===== src/assert_macros.svh =====
// Assertion macros used by the line rasterizer back end.
`ifndef ASSERT_MACROS_SVH
`define ASSERT_MACROS_SVH

// The condition must hold in the same cycle as the trigger.
`define BRES_ASSERT_IMPL(lbl, trig, cond, msg) \
    lbl: assert property (@(posedge clk) disable iff (!rst_n) (trig) |-> (cond)) \
        else $error(msg);

// The condition must hold in the cycle after the trigger.
`define BRES_ASSERT_NEXT(lbl, trig, cond, msg) \
    lbl: assert property (@(posedge clk) disable iff (!rst_n) (trig) |=> (cond)) \
        else $error(msg);

`endif


===== src/bres_pkg.sv =====
// Types and constants shared by the line rasterizer modules.
package bres_pkg;

    localparam int IN_W      = 12;
    localparam int COORD_W   = 10;
    localparam int PIX_Y_W   = 9;
    localparam int COLOR_W   = 8;
    localparam int ADDR_W    = 32;
    localparam int ERR_W     = 12;
    localparam int ROW_OFF_W = 20;
    localparam int CMD_DEPTH = 4;
    localparam int CMD_PTR_W = 2;
    localparam int CMD_CNT_W = 3;

    localparam logic ACT_START = 1'b0;
    localparam logic ACT_NEXT  = 1'b1;

    typedef struct packed {
        logic                      action;
        logic signed [IN_W-1:0]    x_start;
        logic signed [IN_W-1:0]    y_start;
        logic signed [IN_W-1:0]    x_end;
        logic signed [IN_W-1:0]    y_end;
        logic        [COLOR_W-1:0] line_color;
    } line_req_t;

    typedef struct packed {
        logic [COORD_W-1:0] pixel_x;
        logic [PIX_Y_W-1:0] pixel_y;
        logic [ADDR_W-1:0]  pixel_address;
        logic [COLOR_W-1:0] write_color;
        logic               last;
    } pixel_t;

    typedef struct packed {
        logic                     is_start;
        logic [COORD_W-1:0]       col;
        logic [COORD_W-1:0]       row;
        logic [ROW_OFF_W-1:0]     row_off;
        logic signed [ERR_W-1:0]  err;
        logic [COORD_W-1:0]       major;
        logic [COORD_W-1:0]       minor;
        logic signed [1:0]        col_step;
        logic signed [1:0]        row_step;
        logic                     swapped;
        logic [COLOR_W-1:0]       color;
    } line_cmd_t;

endpackage


===== src/bresenham_line_pixel_generator_core.sv =====
// Top level of the Bresenham line rasterizer: configuration register and unit wiring.
//
// Requests enter through push/full and are taken at an edge where push is high and full
// is low. A request with action start clamps both endpoints to the screen and loads a new
// line, abandoning any unfinished one; it gives no pixel. A request with action next gives
// one pixel of the active line, or nothing when no line is active.
// Pixels leave through empty/pop: the oldest pixel sits on the pixel port while empty is
// low and is taken at an edge where pop is high. The last pixel of a line has last set.
// frame_base is written through cfg_valid/cfg_ready (always ready); the user must write
// it only while the block is idle, which the block does not enforce. The clamp stage
// loads on the accepting edge, setup enters the command queue, and stepping fills the
// output register. Throughput: one request per cycle while full is low; the stepping
// loop does one pixel per cycle while pop is high. When pop stays low the output
// register holds, the four-entry command queue and the clamp stage fill, and full rises.
// Reset clears the line state, the queue and frame_base; no line is active afterward.
module bresenham_line_pixel_generator_core #(
    parameter int SCREEN_WIDTH  = 640,
    parameter int SCREEN_HEIGHT = 480
) (
    input  logic                 clk,
    input  logic                 rst_n,
    input  logic                 push,
    output logic                 full,
    input  bres_pkg::line_req_t  line_req,
    output logic                 empty,
    input  logic                 pop,
    output bres_pkg::pixel_t     pixel,
    input  logic                 cfg_valid,
    output logic                 cfg_ready,
    input  logic [31:0]          cfg_data
);
    import bres_pkg::*;

    logic [ADDR_W-1:0] frame_base_reg;
    logic [ADDR_W-1:0] frame_base_next;

    logic      f_cmd_valid;
    logic      f_cmd_ready;
    line_cmd_t f_cmd;
    logic      q_valid;
    logic      q_pop;
    line_cmd_t q_cmd;

    assign cfg_ready       = 1'b1;
    assign frame_base_next = (cfg_valid && cfg_ready) ? cfg_data : frame_base_reg;

    always_ff @(posedge clk or negedge rst_n)
    begin
        if (!rst_n)
        begin
            frame_base_reg <= '0;
        end
        else
        begin
            frame_base_reg <= frame_base_next;
        end
    end

    bres_front #(
        .SCREEN_WIDTH  (SCREEN_WIDTH),
        .SCREEN_HEIGHT (SCREEN_HEIGHT)
    ) u_front (
        .clk       (clk),
        .rst_n     (rst_n),
        .push      (push),
        .full      (full),
        .line_req  (line_req),
        .cmd_valid (f_cmd_valid),
        .cmd_ready (f_cmd_ready),
        .cmd       (f_cmd)
    );

    bres_cmd_fifo u_fifo (
        .clk      (clk),
        .rst_n    (rst_n),
        .wr_valid (f_cmd_valid),
        .wr_ready (f_cmd_ready),
        .wr_data  (f_cmd),
        .rd_valid (q_valid),
        .rd_pop   (q_pop),
        .rd_data  (q_cmd)
    );

    bres_back #(
        .SCREEN_WIDTH (SCREEN_WIDTH)
    ) u_back (
        .clk        (clk),
        .rst_n      (rst_n),
        .cmd_valid  (q_valid),
        .cmd_pop    (q_pop),
        .cmd        (q_cmd),
        .frame_base (frame_base_reg),
        .empty      (empty),
        .pop        (pop),
        .pixel      (pixel)
    );

endmodule


===== src/bres_front.sv =====
// Front end: clamps endpoints, then sets up deltas, steps and error term.
module bres_front #(
    parameter int SCREEN_WIDTH  = 640,
    parameter int SCREEN_HEIGHT = 480
) (
    input  logic                 clk,
    input  logic                 rst_n,
    input  logic                 push,
    output logic                 full,
    input  bres_pkg::line_req_t  line_req,
    output logic                 cmd_valid,
    input  logic                 cmd_ready,
    output bres_pkg::line_cmd_t  cmd
);
    import bres_pkg::*;

    localparam logic [COORD_W-1:0]   COL_MAX    = COORD_W'(SCREEN_WIDTH - 1);
    localparam logic [COORD_W-1:0]   ROW_MAX    = COORD_W'(SCREEN_HEIGHT - 1);
    localparam logic [ROW_OFF_W-1:0] ROW_STRIDE = ROW_OFF_W'(SCREEN_WIDTH);

    typedef struct packed {
        logic               action;
        logic [COORD_W-1:0] col1;
        logic [COORD_W-1:0] row1;
        logic [COORD_W-1:0] col2;
        logic [COORD_W-1:0] row2;
        logic [COLOR_W-1:0] color;
    } clamped_t;

    function automatic logic [COORD_W-1:0] clamp_coord(
        input logic signed [IN_W-1:0] v,
        input logic [COORD_W-1:0]     hi
    );
        logic [IN_W-2:0] mag;
        mag = v[IN_W-2:0];
        if (v[IN_W-1])
            return '0;
        if (mag > (IN_W-1)'(hi))
            return hi;
        return mag[COORD_W-1:0];
    endfunction

    logic     a_valid_reg;
    logic     a_valid_next;
    clamped_t a_reg;
    logic     a_ready;

    logic [COORD_W-1:0]   dx;
    logic [COORD_W-1:0]   dy;
    logic signed [1:0]    cstep;
    logic signed [1:0]    rstep;
    logic                 swapped;
    logic [COORD_W-1:0]   major;
    logic [COORD_W-1:0]   minor;
    logic [ERR_W:0]       err_wide;
    logic [ROW_OFF_W-1:0] row_off;

    assign a_ready      = !a_valid_reg || cmd_ready;
    assign full         = !a_ready;
    assign a_valid_next = a_ready ? push : a_valid_reg;
    assign cmd_valid    = a_valid_reg;

    always_ff @(posedge clk or negedge rst_n)
    begin
        if (!rst_n)
        begin
            a_valid_reg <= 1'b0;
        end
        else
        begin
            a_valid_reg <= a_valid_next;
        end
    end

    always_ff @(posedge clk)
    begin
        if (a_ready && push)
        begin
            a_reg.action <= line_req.action;
            a_reg.col1   <= clamp_coord(line_req.x_start, COL_MAX);
            a_reg.row1   <= clamp_coord(line_req.y_start, ROW_MAX);
            a_reg.col2   <= clamp_coord(line_req.x_end, COL_MAX);
            a_reg.row2   <= clamp_coord(line_req.y_end, ROW_MAX);
            a_reg.color  <= line_req.line_color;
        end
    end

    always_comb
    begin
        if (a_reg.col2 < a_reg.col1)
        begin
            dx    = a_reg.col1 - a_reg.col2;
            cstep = -2'sd1;
        end
        else
        begin
            dx    = a_reg.col2 - a_reg.col1;
            cstep = (a_reg.col2 == a_reg.col1) ? 2'sd0 : 2'sd1;
        end
        if (a_reg.row2 < a_reg.row1)
        begin
            dy    = a_reg.row1 - a_reg.row2;
            rstep = -2'sd1;
        end
        else
        begin
            dy    = a_reg.row2 - a_reg.row1;
            rstep = (a_reg.row2 == a_reg.row1) ? 2'sd0 : 2'sd1;
        end
        swapped  = dy > dx;
        major    = swapped ? dy : dx;
        minor    = swapped ? dx : dy;
        err_wide = {2'b00, minor, 1'b0} - {3'b000, major};
        row_off  = ROW_OFF_W'({{(ROW_OFF_W-COORD_W){1'b0}}, a_reg.row1} * ROW_STRIDE);

        cmd.is_start = (a_reg.action == ACT_START);
        cmd.col      = a_reg.col1;
        cmd.row      = a_reg.row1;
        cmd.row_off  = row_off;
        cmd.err      = err_wide[ERR_W-1:0];
        cmd.major    = major;
        cmd.minor    = minor;
        cmd.col_step = cstep;
        cmd.row_step = rstep;
        cmd.swapped  = swapped;
        cmd.color    = a_reg.color;
    end

endmodule


===== src/bres_cmd_fifo.sv =====
// Short command queue between the setup front end and the stepping back end.
module bres_cmd_fifo (
    input  logic                 clk,
    input  logic                 rst_n,
    input  logic                 wr_valid,
    output logic                 wr_ready,
    input  bres_pkg::line_cmd_t  wr_data,
    output logic                 rd_valid,
    input  logic                 rd_pop,
    output bres_pkg::line_cmd_t  rd_data
);
    import bres_pkg::*;

    line_cmd_t            entries_reg [CMD_DEPTH];
    logic [CMD_PTR_W-1:0] wr_ptr_reg;
    logic [CMD_PTR_W-1:0] wr_ptr_next;
    logic [CMD_PTR_W-1:0] rd_ptr_reg;
    logic [CMD_PTR_W-1:0] rd_ptr_next;
    logic [CMD_CNT_W-1:0] count_reg;
    logic [CMD_CNT_W-1:0] count_next;
    logic                 do_wr;
    logic                 do_rd;

    assign wr_ready = (count_reg != CMD_CNT_W'(CMD_DEPTH));
    assign rd_valid = (count_reg != '0);
    assign rd_data  = entries_reg[rd_ptr_reg];
    assign do_wr    = wr_valid && wr_ready;
    assign do_rd    = rd_pop && rd_valid;

    always_comb
    begin
        wr_ptr_next = do_wr ? wr_ptr_reg + 1'b1 : wr_ptr_reg;
        rd_ptr_next = do_rd ? rd_ptr_reg + 1'b1 : rd_ptr_reg;
        count_next  = count_reg;
        if (do_wr && !do_rd)
            count_next = count_reg + 1'b1;
        else if (do_rd && !do_wr)
            count_next = count_reg - 1'b1;
    end

    always_ff @(posedge clk or negedge rst_n)
    begin
        if (!rst_n)
        begin
            wr_ptr_reg <= '0;
            rd_ptr_reg <= '0;
            count_reg  <= '0;
        end
        else
        begin
            wr_ptr_reg <= wr_ptr_next;
            rd_ptr_reg <= rd_ptr_next;
            count_reg  <= count_next;
        end
    end

    always_ff @(posedge clk)
    begin
        if (do_wr)
        begin
            entries_reg[wr_ptr_reg] <= wr_data;
        end
    end

endmodule


===== src/bres_back.sv =====
// Back end: holds the active line, steps it one pixel per request, drives results.
`include "assert_macros.svh"

module bres_back #(
    parameter int SCREEN_WIDTH = 640
) (
    input  logic                 clk,
    input  logic                 rst_n,
    input  logic                 cmd_valid,
    output logic                 cmd_pop,
    input  bres_pkg::line_cmd_t  cmd,
    input  logic [31:0]          frame_base,
    output logic                 empty,
    input  logic                 pop,
    output bres_pkg::pixel_t     pixel
);
    import bres_pkg::*;

    localparam logic [ROW_OFF_W-1:0] ROW_STRIDE = ROW_OFF_W'(SCREEN_WIDTH);

    logic                    active_reg;
    logic                    active_next;
    logic [COORD_W-1:0]      col_reg;
    logic [COORD_W-1:0]      col_next;
    logic [COORD_W-1:0]      row_reg;
    logic [COORD_W-1:0]      row_next;
    logic [ROW_OFF_W-1:0]    row_off_reg;
    logic [ROW_OFF_W-1:0]    row_off_next;
    logic signed [ERR_W-1:0] err_reg;
    logic signed [ERR_W-1:0] err_next;
    logic [COORD_W-1:0]      major_reg;
    logic [COORD_W-1:0]      major_next;
    logic [COORD_W-1:0]      minor_reg;
    logic [COORD_W-1:0]      minor_next;
    logic [COORD_W-1:0]      done_reg;
    logic [COORD_W-1:0]      done_next;
    logic signed [1:0]       cstep_reg;
    logic signed [1:0]       cstep_next;
    logic signed [1:0]       rstep_reg;
    logic signed [1:0]       rstep_next;
    logic                    swapped_reg;
    logic                    swapped_next;
    logic [COLOR_W-1:0]      color_reg;
    logic [COLOR_W-1:0]      color_next;

    logic                    out_valid_reg;
    logic                    out_valid_next;
    pixel_t                  out_reg;
    pixel_t                  out_next;

    logic                    out_ready;
    logic                    emit;
    logic                    is_last;
    logic                    err_ge0;
    logic                    col_moves;
    logic                    row_moves;
    logic [ERR_W:0]          err_sum;
    logic [ROW_OFF_W-1:0]    row_off_step;

    assign out_ready = !out_valid_reg || pop;
    assign cmd_pop   = cmd_valid && (cmd.is_start || !active_reg || out_ready);
    assign emit      = cmd_valid && !cmd.is_start && active_reg && out_ready;
    assign is_last   = (done_reg >= major_reg);
    assign err_ge0   = !err_reg[ERR_W-1];
    assign empty     = !out_valid_reg;
    assign pixel     = out_reg;

    always_comb
    begin
        active_next  = active_reg;
        col_next     = col_reg;
        row_next     = row_reg;
        row_off_next = row_off_reg;
        err_next     = err_reg;
        major_next   = major_reg;
        minor_next   = minor_reg;
        done_next    = done_reg;
        cstep_next   = cstep_reg;
        rstep_next   = rstep_reg;
        swapped_next = swapped_reg;
        color_next   = color_reg;

        // The minor axis moves only when the error term is not negative.
        col_moves = !swapped_reg || err_ge0;
        row_moves = swapped_reg || err_ge0;
        err_sum   = {err_reg[ERR_W-1], err_reg} + {2'b00, minor_reg, 1'b0}
                    - (err_ge0 ? {2'b00, major_reg, 1'b0} : '0);
        case (rstep_reg)
            2'sd1:   row_off_step = row_off_reg + ROW_STRIDE;
            -2'sd1:  row_off_step = row_off_reg - ROW_STRIDE;
            default: row_off_step = row_off_reg;
        endcase

        if (cmd_valid && cmd.is_start)
        begin
            active_next  = 1'b1;
            col_next     = cmd.col;
            row_next     = cmd.row;
            row_off_next = cmd.row_off;
            err_next     = cmd.err;
            major_next   = cmd.major;
            minor_next   = cmd.minor;
            done_next    = '0;
            cstep_next   = cmd.col_step;
            rstep_next   = cmd.row_step;
            swapped_next = cmd.swapped;
            color_next   = cmd.color;
        end
        else if (emit)
        begin
            if (is_last)
            begin
                active_next = 1'b0;
            end
            else
            begin
                if (col_moves)
                    col_next = col_reg + {{(COORD_W-2){cstep_reg[1]}}, cstep_reg};
                if (row_moves)
                begin
                    row_next     = row_reg + {{(COORD_W-2){rstep_reg[1]}}, rstep_reg};
                    row_off_next = row_off_step;
                end
                err_next  = err_sum[ERR_W-1:0];
                done_next = done_reg + 1'b1;
            end
        end

        out_valid_next = out_valid_reg;
        out_next       = out_reg;
        if (out_ready)
        begin
            out_valid_next         = emit;
            out_next.pixel_x       = col_reg;
            out_next.pixel_y       = row_reg[PIX_Y_W-1:0];
            out_next.pixel_address = frame_base + ADDR_W'(row_off_reg) + ADDR_W'(col_reg);
            out_next.write_color   = color_reg;
            out_next.last          = is_last;
        end
    end

    always_ff @(posedge clk or negedge rst_n)
    begin
        if (!rst_n)
        begin
            active_reg    <= 1'b0;
            out_valid_reg <= 1'b0;
            col_reg       <= '0;
            row_reg       <= '0;
            row_off_reg   <= '0;
            err_reg       <= '0;
            major_reg     <= '0;
            minor_reg     <= '0;
            done_reg      <= '0;
            cstep_reg     <= '0;
            rstep_reg     <= '0;
            swapped_reg   <= 1'b0;
            color_reg     <= '0;
        end
        else
        begin
            active_reg    <= active_next;
            out_valid_reg <= out_valid_next;
            col_reg       <= col_next;
            row_reg       <= row_next;
            row_off_reg   <= row_off_next;
            err_reg       <= err_next;
            major_reg     <= major_next;
            minor_reg     <= minor_next;
            done_reg      <= done_next;
            cstep_reg     <= cstep_next;
            rstep_reg     <= rstep_next;
            swapped_reg   <= swapped_next;
            color_reg     <= color_next;
        end
    end

    always_ff @(posedge clk)
    begin
        out_reg <= out_next;
    end

    `BRES_ASSERT_NEXT(a_last_ends_line, emit && is_last, !active_reg, "line still active after last pixel")
    `BRES_ASSERT_IMPL(a_done_bounded, active_reg, done_reg <= major_reg, "pixel count ran past the line length")
    `BRES_ASSERT_NEXT(a_emit_shows, emit, out_valid_reg, "emitted pixel did not reach the output")
    `BRES_ASSERT_NEXT(a_start_loads, cmd_valid && cmd.is_start, active_reg && done_reg == '0, "start request did not load a fresh line")

endmodule


===== config.mk =====
export PLATFORM = sky130hd
export DESIGN_NAME = bresenham_line_pixel_generator_core
export DESIGN_NICKNAME = d
export VERILOG_FILES = /design/src/bres_pkg.sv /design/src/bresenham_line_pixel_generator_core.sv /design/src/bres_front.sv /design/src/bres_cmd_fifo.sv /design/src/bres_back.sv
export VERILOG_INCLUDE_DIRS = /design/src /design/src/src
export SDC_FILE = /design/constraint.sdc
export NUM_CORES = 1
export LEC_CHECK = 0
export BUFFER_PORTS_ARGS = -buffer_cell sky130_fd_sc_hd__clkbuf_2
export CORE_ASPECT_RATIO = 2
export CORE_MARGIN = 2
export CORE_UTILIZATION = 30
export CTS_CLUSTER_DIAMETER = 100
export CTS_CLUSTER_SIZE = 12
export DETAILED_ROUTE_END_ITERATION = 8
export PLACE_DENSITY = 0.43
export SLEW_MARGIN = 30
export SYNTH_ARGS = -nofsm -noshare
export SYNTH_HDL_FRONTEND = slang
export SYNTH_SLANG_ARGS = --single-unit
export TNS_END_PERCENT = 10

===== constraint.sdc =====
create_clock -name clk -period 8.7 [get_ports clk]
set_clock_uncertainty 0.05 [all_clocks]
set_input_delay 1.74 -clock clk [delete_from_list [all_inputs] [get_ports clk]]
set_output_delay 1.74 -clock clk [all_outputs]
set_load 0.1 [all_outputs]

==> summary.txt, run 1 <==
Run status
  • Status: finished, final reports clean

Hold path
  • Hold WC Path Type: reg -> reg
  • Hold Path Stages: 0
  • Hold path endpoint: u_back.pixel[8]$_DFFE_PP_
  • Hold wc startpoint: u_back.color_reg[7]$_DFFE_PN0P_

Clock network
  • CTS tree: built
  • Clock slew at reported path FFs: 70 ps
  • CTS buffer count: 50
  • CTS H-tree lvls: 2
  • Clock root cell: clkbuf_16
  • Cts repair resizes: 0
  • Clk_lat worst skew: 620 ps
  • Hold_buf cts: 0
  • CTS max path bufs: 3
  • Sink Count: 537
  • Postcts setup bufs: 0

Floorplan
  • Standard-cell row count: 153
  • Die W: 213 um
  • Core Region: 0.0869 mm^2
  • # IOs: 157
  • Die area: 0.0901 mm^2
  • Die height: 423 um
  • Initial core utilization: 0.302

Logic synthesis
  • Cell area after synthesis: 0.0263 mm^2
  • Post-synth EDFFs: 409
  • Mean post-synth cell area: 13.4 um^2
  • FFs w/ async S/R, synth: 0.238
  • Synth unique cells: 81
  • Yosys reg bits: 537
  • Ys flop type: edfxtp_1
  • Seq/Total Area, Yosys: 0.589
  • Yosys warns: 0
  • Synthesized instance count: 1,966

Routing
  • Initial detailed-routing violation count: 698
  • TritonRoute pass-1 iters: 5
  • Antenna Nets Post-Route: 0
  • Via density: 4.65
  • DRT Wirelength: 64,300 um
  • Vias: 15.5k
  • Drt drc: 0
  • Routed wire per std cell: 19.3 um

Timing
  • Min Tclk post-route: 7490 ps
  • Fin crit share: 0.861
  • Actual slew at the worst max-slew pin: 1010 ps
  • Final number of setup-violating endpoints: 0
  • Final TNS setup: 0 ps
  • RSZ-0062 raised after global routing: no
  • Slew HR: 0.322
  • Worst setup margin: 1210 ps
  • Fmax: 0.134 GHz
  • Slew Viols, Final: 0
  • Endpoints failing hold: 0

GRT
  • GRT Overall Usage: 0.146
  • Vias in the first global route: 16.9k
  • Grt peak-use layer: met2
  • Global Route met1 Usage: 0.159
  • Initial antenna violation count: 0
  • Grt met3 use: 0.0183
  • First-pass GRT wire length: 99,200 um
  • GRT overflow: 0
  • Largest net degree at the start of global routing: 85
  • Grt met2 use: 0.281

Final layout
  • Fin cells: 3,332
  • Number of flip-flops under the largest register name: 300
  • Share of post-route cells with drive strength above 1: 0.182
  • Diode count: 0
  • Fin nets: 2,405
  • Commonest non-fill, non-tap cell in the layout: edfxtp_1
  • Fill cells: 8,594
  • Area growth syn-to-layout: 13.8%
  • Most frequent cells in the layout: edfxtp_1, nand2_1, ha_1

Worst setup path
  • Max incr delay on CP: 550 ps
  • R2r setup slk: 1210 ps
  • Crit Path Class: reg -> reg
  • R2r worst-path depth: 28
  • Worst flop-to-flop path endpoint: u_fifo.entries_reg[1][41]$_DFFE_PP_
  • Crit start category: flop
  • Slowest CP cell: a31o_2
  • CP dominant cell by count: inv_1
  • Arr. time, crit path: 7840 ps
  • Critical path fanouts, max: 26
  • Crit path required time: 9050 ps
  • RR Startpoint: u_front.cmd[79]$_SDFFCE_PP0P_
  • CP Capture Type: flop

Placed design
  • DP Worst Slack: 1210 ps
  • Placed cells: 3,238
  • IO Port Bufs: 155
  • Gpl congestion: 0.813
  • Hpwl dp: 44,700 um

Job
  • Max_cap viols: 0
==> kinds of logic after synthesis <==
group / count (synthesis) / synth area share
flip-flops: 537 / 0.589
AO/OA/AOI/OAI: 337 / 0.0805
AND/OR/NAND/NOR: 443 / 0.0757
buffers and inverters: 221 / 0.0341
other: 2 / 0.000286
XOR/XNOR: 105 / 0.0353
multiplexers: 133 / 0.0888
adder cells (fa/ha/maj): 188 / 0.0960
==> layout make-up <==
| cell class | count | area (um^2) | share of cell area |
|---|---|---|---|
| clock buffer | 92 | 1460 | 0.0489 |
| tap | 1162 | 1450 | 0.0486 |
| sequential | 537 | 15500 | 0.518 |
| timing repair buffer | 175 | 948 | 0.0317 |
| multi-input combinational | 1209 | 9930 | 0.332 |
| clock inverter | 1 | 30.0 | 0.00100 |
| inverter | 156 | 586 | 0.0196 |
==> through the flow <==
step,instance area (um^2),hold WS (ps),util
finish,29900,395,0.344
global route,29900,416,0.344
CTS,29900,400,0.344
detailed placement,28400,388,0.327
global placement,28400,382,0.327
floorplan,26300,375,-
==> cell usage after synthesis (3+ instances only) <==
cell type / n / area share
a211oi_1: 10 / 0.0029
a211oi_2: 3 / 0.0014
a21boi_0: 6 / 0.0017
a21o_1: 36 / 0.010
a21oi_1: 101 / 0.019
a31oi_1: 8 / 0.0019
and2_1: 8 / 0.0019
and3_1: 10 / 0.0024
buf_1: 9 / 0.0013
buf_2: 3 / 0.00057
buf_4: 3 / 0.00086
buf_6: 3 / 0.0013
clkbuf_1: 44 / 0.0063
dfrtp_1: 128 / 0.12
edfxtp_1: 409 / 0.47
fa_1: 24 / 0.018
ha_1: 158 / 0.075
inv_1: 155 / 0.022
maj3_1: 3 / 0.0011
maj3_2: 3 / 0.0013
mux2_2: 39 / 0.017
mux2i_1: 16 / 0.0061
mux4_2: 75 / 0.064
nand2_1: 164 / 0.023
nand2b_1: 14 / 0.0033
nand3_1: 15 / 0.0029
nand4_1: 9 / 0.0021
nor2_1: 149 / 0.021
nor2b_1: 20 / 0.0048
nor3_1: 25 / 0.0048
nor3b_1: 6 / 0.0017
o21a_1: 8 / 0.0023
o21ai_0: 101 / 0.019
o21ai_1: 5 / 0.00095
o21bai_1: 20 / 0.0057
o22ai_1: 3 / 0.00071
o31a_1: 5 / 0.0017
or2_2: 7 / 0.0017
or3_1: 5 / 0.0012
or4_1: 3 / 0.00086
xnor2_1: 77 / 0.026
xor2_1: 27 / 0.0090
==> layer usage <==
metal | vias to the layer above | part of all wire
li1 | 7410 | -
met3 | 95 | 0.032
met5 | - | 0
met2 | 269 | 0.54
met4 | 0 | 0.037
met1 | 7716 | 0.39
==> worst max path at each step <==
stage / end / startpoint / depth (start not counted)
6_report: u_fifo.entries_reg[1][41]$_DFFE_PP_ / u_front.cmd[79]$_SDFFCE_PP0P_ / 28
5_1_grt: u_fifo.entries_reg[1][41]$_DFFE_PP_ / u_front.cmd[76]$_SDFFCE_PP0P_ / 28
4_1_cts: u_fifo.entries_reg[2][43]$_DFFE_PP_ / u_front.cmd[76]$_SDFFCE_PP0P_ / 28
3_5_place_dp: u_fifo.entries_reg[2][43]$_DFFE_PP_ / u_front.cmd[79]$_SDFFCE_PP0P_ / 28
3_3_place_gp: u_fifo.entries_reg[0][43]$_DFFE_PP_ / u_front.a_reg[18]$_SDFFCE_PP0P_ / 30
2_1_floorplan: u_fifo.entries_reg[0][43]$_DFFE_PP_ / u_front.a_reg[18]$_SDFFCE_PP0P_ / 34
==> worst max-delay path, delay by kind of cell, from the launching register on <==
| kind | cells | cell delay, ps |
|---|---|---|
| compound gates | 12 | 2790 |
| xor+xnor | 2 | 550 |
| fa+ha+maj | 3 | 1120 |
| buf+inv | 5 | 870 |
| flops | 1 | 460 |
| mux | 1 | 310 |
| simple gates | 5 | 1100 |
Power of run 1 is not shown: default switching activity piles up to over one toggle a cycle in this logic, so the estimate is an artifact.
==> inputs of run 2 (changes only) <==
CTS_CLUSTER_SIZE = default   (was 12)
clock period = 7.54 ns   (was 8.7 ns; I/O delays follow)
==> run 2 against run 1 <==
Net effect:
- clock-buffer cell count down 29
- register-to-register slack worse by 470 ps
- final area increased by 1.4%
- die area unchanged
- critical endpoint is now u_fifo.entries_reg[2][43]$_DFFE_PP_
- largest cell class unchanged
- highest routed layer unchanged
==> summary.txt, run 2 (same netlist as run 1, synthesis figures left out) <==
Run status
  • Status: finished, final reports clean

Final layout
  • Share of post-route cells with drive strength above 1: 0.198 (+0.0161)
  • Most frequent cells in the layout: edfxtp_1, nand2_1, ha_1
  • Fill cells: 8,633 (+0.45%)
  • Area growth syn-to-layout: 15.4%
  • Number of flip-flops under the largest register name: 300 (unchanged)
  • Commonest non-fill, non-tap cell in the layout: edfxtp_1
  • Fin nets: 2,420 (+0.62%)

Clock network
  • CTS tree: built
  • Sink Count: 537 (unchanged)
  • CTS H-tree lvls: 2 (unchanged)
  • CTS buffer count: 52 (+4.0%)
  • CTS max path bufs: 3 (unchanged)
  • Clk_lat worst skew: 630 ps (about the same)
  • Hold_buf cts: 0 (unchanged)
  • Clock root cell: clkbuf_16
  • Clock slew at reported path FFs: 70 ps (about the same)

Timing
  • Slew HR: 0.350 (+0.0279)
  • Final TNS setup: 0 ps (unchanged)
  • Slew Viols, Final: 0 (unchanged)
  • Min Tclk post-route: 6790 ps (-694 ps)
  • RSZ-0062 raised after global routing: no
  • Fmax: 0.147 GHz (+10%)
  • Final number of setup-violating endpoints: 0 (unchanged)
  • Fin crit share: 0.901 (+0.0404)
  • Endpoints failing hold: 0 (unchanged)
  • Actual slew at the worst max-slew pin: 965 ps (-43.0 ps)

Routing
  • Routed wire per std cell: 18.9 um (-2.0%)
  • Initial detailed-routing violation count: 713 (+2.1%)
  • Via density: 4.64 (-0.15%)
  • Antenna Nets Post-Route: 0 (unchanged)
  • Vias: 15.5k (+0.36%)
  • TritonRoute pass-1 iters: 6 (+1)
  • Drt drc: 0 (unchanged)
  • DRT Wirelength: 63,300 um (-1.5%)

Worst setup path
  • Crit path required time: 7830 ps (-1220 ps)
  • Crit Path Class: reg -> reg
  • Slowest CP cell: or4_1
  • Crit start category: flop
  • RR Startpoint: u_front.cmd[79]$_SDFFCE_PP0P_
  • Max incr delay on CP: 490 ps (-60 ps)
  • R2r worst-path depth: 30 (+7.1%)
  • CP Capture Type: flop
  • Critical path fanouts, max: 11 (-58%)
  • Arr. time, crit path: 7080 ps (-760 ps)
  • Worst flop-to-flop path endpoint: u_fifo.entries_reg[2][43]$_DFFE_PP_
  • R2r setup slk: 750 ps (-470 ps)

Floorplan
  • Die height: 423 um (unchanged)
  • Core Region: 0.0869 mm^2 (unchanged)
  • Die area: 0.0901 mm^2 (unchanged)
  • Standard-cell row count: 153 (unchanged)
  • Die W: 213 um (unchanged)
  • Initial core utilization: 0.302 (unchanged)
  • # IOs: 157 (unchanged)

GRT
  • Vias in the first global route: 17.1k (+0.99%)
  • Initial antenna violation count: 1 (+1)
  • GRT overflow: 0 (unchanged)
  • First-pass GRT wire length: 98,400 um (-0.88%)
  • Largest net degree at the start of global routing: 73 (-14%)
  • GRT Overall Usage: 0.144 (-0.00216)

Placed design
  • Gpl congestion: 0.803 (-1.2%)
  • IO Port Bufs: 155 (unchanged)
  • Hpwl dp: 44,200 um (-1.0%)

Hold path
  • Hold wc startpoint: u_back.color_reg[1]$_DFFE_PN0P_
  • Hold path endpoint: u_back.pixel[2]$_DFFE_PP_
  • Hold Path Stages: 0 (unchanged)
  • Hold WC Path Type: reg -> reg

Job
  • Max_cap viols: 0 (unchanged)
-- run 2: cell type report --
cell class / count / area, um^2 / share of cell area
diodes: 1 / 2.50 / 0.0000826
clock buffers: 63 / 1370 / 0.0453
clock inverters: 33 / 408 / 0.0135
inverters: 156 / 586 / 0.0193
multi-input cells: 1209 / 9930 / 0.328
flip-flops and latches: 537 / 15500 / 0.511
well taps: 1162 / 1450 / 0.0480
repair buffers: 188 / 1060 / 0.0350
-- run 2: per-stage QoR --
stage | hold WS (ps) | worst slack, ps | utilization | instances | cell area, um^2
after floorplan | 375 | 1040 | - | 1967 | 26300
after global placement | 385 | 544 | 0.328 | 3248 | 28500
after detailed placement | 386 | 355 | 0.328 | 3248 | 28500
after CTS | 401 | 316 | 0.348 | 3344 | 30300
after global routing | 412 | 112 | 0.349 | 3349 | 30300
final | 399 | 745 | 0.349 | 3349 | 30300
-- run 2: worst max path at each step --
stage / startpoint / end / slack [ps] / cells after the start
2_1_floorplan: u_front.a_reg[18]$_SDFFCE_PP0P_ / u_fifo.entries_reg[0][43]$_DFFE_PP_ / 1040 / 34
3_3_place_gp: u_front.a_reg[18]$_SDFFCE_PP0P_ / u_fifo.entries_reg[0][43]$_DFFE_PP_ / 540 / 31
3_5_place_dp: u_front.cmd[79]$_SDFFCE_PP0P_ / u_fifo.entries_reg[2][43]$_DFFE_PP_ / 360 / 29
6_report: u_front.cmd[79]$_SDFFCE_PP0P_ / u_fifo.entries_reg[2][43]$_DFFE_PP_ / 750 / 30
4_1_cts: u_front.cmd[79]$_SDFFCE_PP0P_ / u_fifo.entries_reg[2][43]$_DFFE_PP_ / 320 / 29
5_1_grt: u_front.cmd[79]$_SDFFCE_PP0P_ / u_fifo.entries_reg[3][41]$_DFFE_PP_ / 110 / 29
-- run 2: routing by layer --
layer | GRT usage | wire, um | up-vias
met5 | 0 | 0 | -
met4 | 0.0535 | 2190 | 0
met3 | 0.0184 | 1980 | 91
met2 | 0.279 | 34800 | 262
met1 | 0.156 | 24400 | 7748
li1 | - | - | 7444
-- run 2: repair_timing --
item | in CTS | in global routing
setup endpoints to repair | 0 | 8
setup buffers | 0 | 4
gates resized for setup | 0 | 1
-- run 2: worst max-delay path, delay by kind of cell (launching register included) --
family | cells | cell delay (ps)
adder cells (fa/ha/maj) | 4 | 1270
flip-flops | 1 | 450
AND/OR/NAND/NOR | 5 | 1100
AO/OA/AOI/OAI | 14 | 2480
buffers and inverters | 3 | 290
XOR/XNOR | 3 | 590
multiplexers | 1 | 320
Power of run 2 is left out for the same reason.
==> inputs of run 3 (changes only) <==
CORE_MARGIN = 5   (was 2)
==> run 3 against run 2 <==
Net effect:
- critical path depth down 1
- register-to-register slack got worse by 110 ps
- non-clock buffer count up 2
- core utilization decreased by 0.084 points
- worst hold slack better by 3.0 ps
- first-iteration DRC count is 0.70% lower
- routed wire length rose by 0.92%
- maximum frequency decreased by 1.5%
- die area grew 4.3%
- clock-buffer cell count fell by 8
- critical endpoint is now u_fifo.entries_reg[3][43]$_DFFE_PP_
- largest cell class unchanged
==> summary.txt, run 3 (same netlist as run 1, synthesis figures left out) <==
Run status
  • Status: finished, final reports clean

Routing
  • DRT Wirelength: 63,900 um (+0.92%)
  • Vias: 15.5k (-0.019%)
  • Antenna Nets Post-Route: 0 (unchanged)
  • TritonRoute pass-1 iters: 4 (-2)
  • Routed wire per std cell: 19.1 um (+0.86%)
  • Initial detailed-routing violation count: 708 (-0.70%)
  • Via density: 4.64 (about the same)
  • Drt drc: 0 (unchanged)

Worst setup path
  • R2r setup slk: 640 ps (-110 ps)
  • Arr. time, crit path: 7280 ps (+200 ps)
  • Crit Path Class: reg -> reg
  • CP Capture Type: flop
  • R2r worst-path depth: 29 (-3.3%)
  • Slowest CP cell: edfxtp_1
  • CP Launch Point: u_front.cmd[79]$_SDFFCE_PP0P_
  • RR Startpoint: u_front.cmd[79]$_SDFFCE_PP0P_
  • Worst flop-to-flop path endpoint: u_fifo.entries_reg[3][43]$_DFFE_PP_
  • Max incr delay on CP: 460 ps (-30 ps)
  • Crit path required time: 7910 ps (+80 ps)
  • Worst setup endpoint: u_fifo.entries_reg[3][43]$_DFFE_PP_
  • CP dominant cell by count: ha_1
  • Crit start category: flop
  • Critical path fanouts, max: 11 (unchanged)

GRT
  • GRT Overall Usage: 0.137 (-0.00737)
  • GRT overflow: 0 (unchanged)
  • Largest net degree at the start of global routing: 83 (+14%)
  • First-pass GRT wire length: 99,400 um (+1.0%)
  • Initial antenna violation count: 1 (unchanged)
  • Vias in the first global route: 17.1k (-0.36%)

Clock network
  • Clock slew at reported path FFs: 70 ps (about the same)
  • Clk_lat worst skew: 620 ps (about the same)
  • Hold_buf cts: 0 (unchanged)
  • CTS H-tree lvls: 2 (unchanged)
  • CTS max path bufs: 3 (unchanged)
  • Sink Count: 537 (unchanged)
  • CTS buffer count: 52 (unchanged)
  • CTS tree: built
  • Clock root cell: clkbuf_16

Timing
  • Min Tclk post-route: 6900 ps (+107 ps)
  • Fin crit share: 0.915 (+0.0142)
  • Slew Viols, Final: 0 (unchanged)
  • Final number of setup-violating endpoints: 0 (unchanged)
  • Fmax: 0.145 GHz (-1.5%)
  • Actual slew at the worst max-slew pin: 972 ps (+7.21 ps)
  • RSZ-0062 raised after global routing: no
  • Final TNS setup: 0 ps (unchanged)
  • Slew HR: 0.352 (+0.00199)
  • Endpoints failing hold: 0 (unchanged)

Final layout
  • Area growth syn-to-layout: 15.1%
  • Number of flip-flops under the largest register name: 300 (unchanged)
  • Most frequent cells in the layout: edfxtp_1, nand2_1, ha_1
  • Share of post-route cells with drive strength above 1: 0.201 (+0.00348)
  • Commonest non-fill, non-tap cell in the layout: edfxtp_1
  • Fill cells: 8,618 (-0.17%)
  • Fin nets: 2,422 (+0.083%)

Job
  • Max_cap viols: 0 (unchanged)

Floorplan
  • Die height: 429 um (+1.4%)
  • Die area: 0.0940 mm^2 (+4.3%)
  • Core Region: 0.0869 mm^2 (unchanged)
  • Die W: 219 um (+2.8%)
  • Standard-cell row count: 153 (unchanged)
  • Initial core utilization: 0.302 (unchanged)
  • # IOs: 157 (unchanged)

Placed design
  • IO Port Bufs: 155 (unchanged)
  • Gpl congestion: 0.784 (-2.4%)
  • Hpwl dp: 44,800 um (+1.2%)

Hold path
  • Hold WC Path Type: reg -> reg
-- run 3: worst min path at each step --
stage	startpoint	end	slack [ps]	depth (start not counted)
floorplan	u_back.color_reg[0]$_DFFE_PN0P_	u_back.pixel[1]$_DFFE_PP_	370	0
global placement	u_back.color_reg[0]$_DFFE_PN0P_	u_back.pixel[1]$_DFFE_PP_	380	0
detailed placement	u_back.color_reg[5]$_DFFE_PN0P_	u_back.pixel[6]$_DFFE_PP_	390	0
CTS	u_back.color_reg[5]$_DFFE_PN0P_	u_back.pixel[6]$_DFFE_PP_	400	0
global route	u_back.color_reg[5]$_DFFE_PN0P_	u_back.pixel[6]$_DFFE_PP_	420	0
finish	u_back.color_reg[5]$_DFFE_PN0P_	u_back.pixel[6]$_DFFE_PP_	400	0
-- run 3: critical path, delay by kind of cell (launching register included) --
family | cells | cell delay, ps
AND/OR/NAND/NOR | 5 | 820
XOR/XNOR | 3 | 660
adder cells (fa/ha/maj) | 4 | 1250
buffers and inverters | 2 | 150
AO/OA/AOI/OAI | 14 | 2980
flip-flops | 1 | 460
multiplexers | 1 | 290
-- run 3: per-stage QoR --
stage | hold slack (ps) | utilization | instances | setup WS [ps] | instance area, um^2
4_1_cts | 402 | 0.347 | 3345 | 285 | 30200
5_1_grt | 417 | 0.348 | 3351 | 33.1 | 30200
2_1_floorplan | 375 | - | 1967 | 1040 | 26300
3_5_place_dp | 389 | 0.328 | 3249 | 305 | 28500
6_report | 402 | 0.348 | 3351 | 638 | 30200
3_3_place_gp | 384 | 0.328 | 3249 | 613 | 28500
-- run 3: timing repair --
action                     CTS  global route
buffers inserted             0             4
resized for setup            0             1
setup endpoints to repair    0            12
-- run 3: area by class of cell --
type                       count  area (um^2)  share of cell area
multi-input combinational   1209         9930               0.328
tap                         1162         1450              0.0481
sequential                   537        15500               0.512
antenna                        1         2.50           0.0000828
timing repair buffer         190         1060              0.0351
clock buffer                  55         1320              0.0437
inverter                     156          586              0.0194
clock inverter                41          389              0.0129
-- run 3: metal layers --
layer	wire length (um)	GRT usage
met5	0	0
met4	2240	0.0498
met3	2070	0.0187
met2	34900	0.262
met1	24800	0.151
Power of run 3 is left out for the same reason.
